File: config.mk
export PLATFORM = sky130hd
export DESIGN_NAME = wsta_ctrl
export DESIGN_NICKNAME = d
export VERILOG_FILES = /design/src/design/wsta_pkg.sv /design/src/design/wsta_ctrl.sv
export SDC_FILE = /design/constraint.sdc
export NUM_CORES = 1
export LEC_CHECK = 0
export ABC_AREA = 0
export BUFFER_PORTS_ARGS = -buffer_cell sky130_fd_sc_hd__buf_2
export CORE_AREA = 4 4 41 43
export CTS_CLUSTER_SIZE = 10
export DETAILED_ROUTE_END_ITERATION = 6
export DIE_AREA = 0 0 45 47
export PLACE_DENSITY = 0.71
export SLEW_MARGIN = 20
export SYNTH_ARGS = -nofsm -noshare
export SYNTH_HDL_FRONTEND = slang
export SYNTH_SLANG_ARGS = --single-unit
File: constraint.sdc
create_clock -name clk -period 1.65 [get_ports clk]
set_clock_uncertainty 0.05 [all_clocks]
set_input_delay 0.2475 -clock clk [delete_from_list [all_inputs] [get_ports clk]]
set_output_delay 0.2475 -clock clk [all_outputs]
set_load 0.005 [all_outputs]
File: src/design/wsta_pkg.sv
// shared types and constants of the waypoint segment time allocator
`default_nettype none

package wsta_pkg;

	localparam int FRAC_BITS_DEF = 16;

	// configuration register indexes
	localparam logic [1:0] REG_MAX_VEL  = 2'd0;
	localparam logic [1:0] REG_MAX_ACC  = 2'd1;
	localparam logic [1:0] REG_MODE     = 2'd2;
	localparam logic [1:0] REG_MIN_TIME = 2'd3;

	// profile modes
	localparam logic [1:0] MODE_SYM = 2'd0;
	localparam logic [1:0] MODE_ACC = 2'd1;

	typedef enum logic [3:0] {
		DP_NONE,
		DP_LOAD,
		DP_MX,
		DP_MY,
		DP_MZ,
		DP_SQ1,
		DP_SQ_STEP,
		DP_MDA,
		DP_MVV,
		DP_CMP,
		DP_MAV,
		DP_DIV_INIT,
		DP_DIV_STEP,
		DP_SQ2,
		DP_FIN
	} dp_op_t;

	typedef struct packed {
		logic step_last;
		logic accel;
		logic cruise;
		logic div_zero;
	} dp_status_t;

endpackage

`default_nettype wire

File: src/design/wsta_ctrl.sv
// controller: sequences the datapath operations and runs both handshakes
`default_nettype none

module wsta_ctrl (
	input  wire logic                 clk,
	input  wire logic                 arst_n,
	input  wire logic                 wp_valid,
	output logic                      wp_ready,
	input  wire logic                 first_point,
	input  wire logic                 last_point,
	output logic                      seg_valid,
	input  wire logic                 seg_ready,
	output wsta_pkg::dp_op_t          op,
	input  wire wsta_pkg::dp_status_t status
);

	typedef enum logic [3:0] {
		S_IDLE,
		S_MX,
		S_MY,
		S_MZ,
		S_SQ1,
		S_ROOT1,
		S_MDA,
		S_MVV,
		S_CMP,
		S_MAV,
		S_DIVI,
		S_DIV,
		S_SQ2,
		S_ROOT2,
		S_FIN
	} state_t;

	state_t state_q;
	logic   have_prev_q;
	logic   seg_valid_q;
	logic   fin_go;

	assign wp_ready  = (state_q == S_IDLE);
	assign seg_valid = seg_valid_q;
	assign fin_go    = !seg_valid_q || seg_ready;

	always_comb begin
		case (state_q)
			S_IDLE:  op = wp_valid ? wsta_pkg::DP_LOAD : wsta_pkg::DP_NONE;
			S_MX:    op = wsta_pkg::DP_MX;
			S_MY:    op = wsta_pkg::DP_MY;
			S_MZ:    op = wsta_pkg::DP_MZ;
			S_SQ1:   op = wsta_pkg::DP_SQ1;
			S_ROOT1: op = wsta_pkg::DP_SQ_STEP;
			S_MDA:   op = wsta_pkg::DP_MDA;
			S_MVV:   op = wsta_pkg::DP_MVV;
			S_CMP:   op = wsta_pkg::DP_CMP;
			S_MAV:   op = wsta_pkg::DP_MAV;
			S_DIVI:  op = wsta_pkg::DP_DIV_INIT;
			S_DIV:   op = wsta_pkg::DP_DIV_STEP;
			S_SQ2:   op = wsta_pkg::DP_SQ2;
			S_ROOT2: op = wsta_pkg::DP_SQ_STEP;
			S_FIN:   op = fin_go ? wsta_pkg::DP_FIN : wsta_pkg::DP_NONE;
			default: op = wsta_pkg::DP_NONE;
		endcase
	end

	always_ff @(posedge clk or negedge arst_n) begin
		if (!arst_n) begin
			state_q     <= S_IDLE;
			have_prev_q <= 1'b0;
			seg_valid_q <= 1'b0;
		end else begin
			// a new word may load in the cycle the old one is taken
			if (state_q == S_FIN && fin_go) begin
				seg_valid_q <= 1'b1;
			end else if (seg_valid_q && seg_ready) begin
				seg_valid_q <= 1'b0;
			end
			case (state_q)
				S_IDLE: begin
					if (wp_valid) begin
						have_prev_q <= !last_point;
						// a word with no stored predecessor only starts a path
						state_q <= (have_prev_q && !first_point) ? S_MX : S_IDLE;
					end
				end
				S_MX:    state_q <= S_MY;
				S_MY:    state_q <= S_MZ;
				S_MZ:    state_q <= S_SQ1;
				S_SQ1:   state_q <= S_ROOT1;
				S_ROOT1: begin
					if (status.step_last) begin
						state_q <= S_MDA;
					end
				end
				S_MDA:   state_q <= S_MVV;
				S_MVV:   state_q <= S_CMP;
				S_CMP:   state_q <= status.accel ? S_MAV : S_DIVI;
				S_MAV:   state_q <= S_DIVI;
				S_DIVI:  state_q <= status.div_zero ? S_FIN : S_DIV;
				S_DIV: begin
					if (status.step_last) begin
						state_q <= (status.accel && !status.cruise) ? S_SQ2 : S_FIN;
					end
				end
				S_SQ2:   state_q <= S_ROOT2;
				S_ROOT2: begin
					if (status.step_last) begin
						state_q <= S_FIN;
					end
				end
				S_FIN: begin
					if (fin_go) begin
						state_q <= S_IDLE;
					end
				end
				default: state_q <= S_IDLE;
			endcase
		end
	end

endmodule

`default_nettype wire

==> impl_metrics.yaml <==
power:
  power_frac_comb_pct: 67.4
  p_sw_mw: 0.6455
  power_density_mw_per_mm2: 2006
  seqPwrFrac_pct: 23.4
  sw_frac_of_total_pct: 42.37
  clkPwrFrac_pct: 9.2
  vdd_drop_max_uv: 1088
  p_leak_nw: 0.3678
  p_total_mw: 1.524
  p_int_mw: 0.8781
detailed_routing:
  vias: 544
  firstDrtPassIters: 2
  viasPerCell: 5.333
  wire_per_inst_um: 13.13
  drt.antenna.violating_nets: 0
  drt_iter0_drc: 6
  totalWireLength_um: 1339
  drc: 0
sta:
  drv_slew: 0
  setup_viol: 0
  rsz0062_at_grt: "true"
  worstMarginPinSlew_ns: 0.2611
  worst_slack_ns: 0.04896
  period_share_pct: 97.03
  slew_headroom_pct: 82.50
  fin_setup_tns_ns: 0
  fmax_ghz: 0.6246
  hold_viol: 0
  finalCriticalPeriod_ns: 1.601
  timing.hold.ws_ns: 0.1418
floorplan:
  rows: 13
  fp.dieW_um: 45
  die_y_um: 47
  io_pins: 16
  start_util_pct: 39.81
  die_area_sq_mm: 0.002115
  core_area_sq_mm: 0.001301
synth:
  post_synth_num_cell_types: 32
  syn_inst: 61
  avgSynthCellArea_sq_um: 8.492
  syn_area_sq_um: 518.0
  ys_warn_count: 0
  synth_seq_cells: 6
  syn-num-nets: 71
  seq_area_frac_synth_pct: 28.99
layout:
  finalInstanceArea_sq_um: 759.5
  multi_input_area_sq_um: 352.8
  ff_latch_area_sq_um: 155.1
  final_util_pct: 58.37
  fillers: 129
  layout-drive-gt1-share_pct: 49.43
  synthToLayoutAreaGrowth_pct: 46.62
  antenna_cells: 0
  nNetsFinal: 99
  final_cells: 102
clock_tree:
  cts_sinks: 6
  cts_root_buf: "clkbuf_4"
  ctsLongestPathBuffers: 2
  clk-insertion-delay-late_ns: 0.25
  cts_tree: "yes"
  cts_buffers: 3
  htreeDepth: 1
  cts.clk_slew.worst_paths_ns: 0.05
placement:
  hpwl_um: 879.9
  placedInstanceArea_sq_um: 615.6
  portBuffers: 15
  place_congestion: 0.8014
  post-place-ws_ns: 0.1027
  post-place-cells: 90
setup_path:
  path_class: "reg2out"
  cp.required_ns: 1.35
  critPathArrivalTime_ns: 1.30
  cp-start-kind: "register"
  end_kind: "primary output"
  path_max_fanout: 6
global_routing:
  grt_max_degree: 12
  first_global_vias: 453
  gr-total-overflow: 0
  grt_pass1_wl_um: 2021
  antenna_found_initial: 0
  grt.total_usage_pct: 13.91
worst_hold_path:
  hp-class: "in2reg"
status:
  status: "finished, final reports clean"
job:
  cap_viol_max_count: 0
## cell usage in the layout (no fill, tap or decap), drive strengths merged, types with 2 or more instances in the layout
cell type / n
nand2: 2
nand2b: 5
nand3: 2
nor4: 2
a31oi: 2
nor3: 3
inv: 2
a21oi: 7
clkbuf: 3
a21o: 2
nor2: 2
nand3b: 2
buf: 27
dfrtp: 6
o21ai: 7
## layer usage
metal  GRT usage [%]  routed length [um]  vias to the layer above
met4           12.28                  43                        0
met5               0                   0                        -
met3           3.448                  62                        4
li1                -                   -                      277
met1           18.06                 593                      250
met2           18.93                 639                       13
## synthesized netlist by cell type
| cell | count | share of area [%] |
|---|---|---|
| nor2_1 | 2 | 1.4 |
| mux2_4 | 1 | 2.9 |
| buf_1 | 1 | 0.72 |
| a21oi_1 | 6 | 5.8 |
| mux2i_1 | 1 | 1.9 |
| a31oi_1 | 2 | 2.4 |
| o21ai_0 | 7 | 6.8 |
| o211ai_1 | 1 | 1.4 |
| nor2b_1 | 1 | 1.2 |
| a21o_1 | 2 | 2.9 |
| nor3_2 | 1 | 1.9 |
| buf_6 | 1 | 2.2 |
| dfrtp_1 | 6 | 29 |
| nor3b_1 | 1 | 1.4 |
| a2bb2oi_1 | 1 | 1.7 |
| a211o_1 | 1 | 1.7 |
| nor4_1 | 1 | 1.2 |
| and3_1 | 1 | 1.2 |
| nor3_1 | 1 | 0.97 |
| nand3b_1 | 2 | 2.9 |
| nor3_4 | 1 | 3.1 |
| a21oi_2 | 1 | 1.7 |
| nand2b_1 | 5 | 6.0 |
| nor4_4 | 1 | 4.1 |
| and3b_1 | 1 | 1.7 |
| o311ai_1 | 1 | 1.7 |
| nand2_1 | 2 | 1.4 |
| buf_2 | 3 | 2.9 |
| inv_1 | 2 | 1.4 |
| and2b_1 | 1 | 1.4 |
| clkbuf_1 | 1 | 0.72 |
| nand3_1 | 2 | 1.9 |
## timing repair
action	4_1_cts	5_1_grt
setup buffers	0	8
setup endpoints to repair	3	4
hold buffers	1	0
pin swaps	0	3
resized for setup	3	12
cloned	0	0
endpoints found under the hold margin	6	0
## power groups by stage
stage	clock (mW)	sequential, mW	combinational (mW)
4_1_cts	0.141	0.376	0.762
6_report	0.141	0.357	1.03
2_1_floorplan	0	0.278	0.629
3_5_place_dp	0	0.370	0.754
5_1_grt	0.154	0.369	1.14
3_3_place_gp	0	0.369	0.741
## cell families after synthesis
group | synth area share, %
flops | 28.98
simple gates | 32.13
mux | 4.830
buf+inv | 7.969
compound gates | 26.09
## critical path, stage by stage, from the launching register on
cell,delay (ns)
dfrtp_2,0.45
buf_6,0.14
nor4_4,0.26
nor3_2,0.07
buf_2,0.13
## worst paths after layout
path | from | endpoint | slack, ns | depth (start not counted)
max in group asynchronous | arst_n | state_q[1] | 1.08 | 2
worst min register to register | have_prev_q | have_prev_q | 0.51 | 2
worst max register to register | state_q[3] | state_q[1] | 0.08 | 5
worst max-delay path | state_q[2] | op[0] | 0.05 | 4
min in group asynchronous | arst_n | seg_valid | 0.31 | 2
worst min-delay path | last_point | have_prev_q | 0.14 | 2
## layout make-up
class                   count  share of cell area [%]
multi-input cells          47                   46.46
repair buffers             29                   26.69
flip-flops and latches      6                   20.43
well taps                  15                   2.471
inverters                   2                  0.9885
clock buffers               3                   2.965
## sequential cells by signal, indices dropped and copies added (netlist names)
signal	count
state_q	4
seg_valid	1
have_prev_q	1
(Power assumes the default switching activity.)
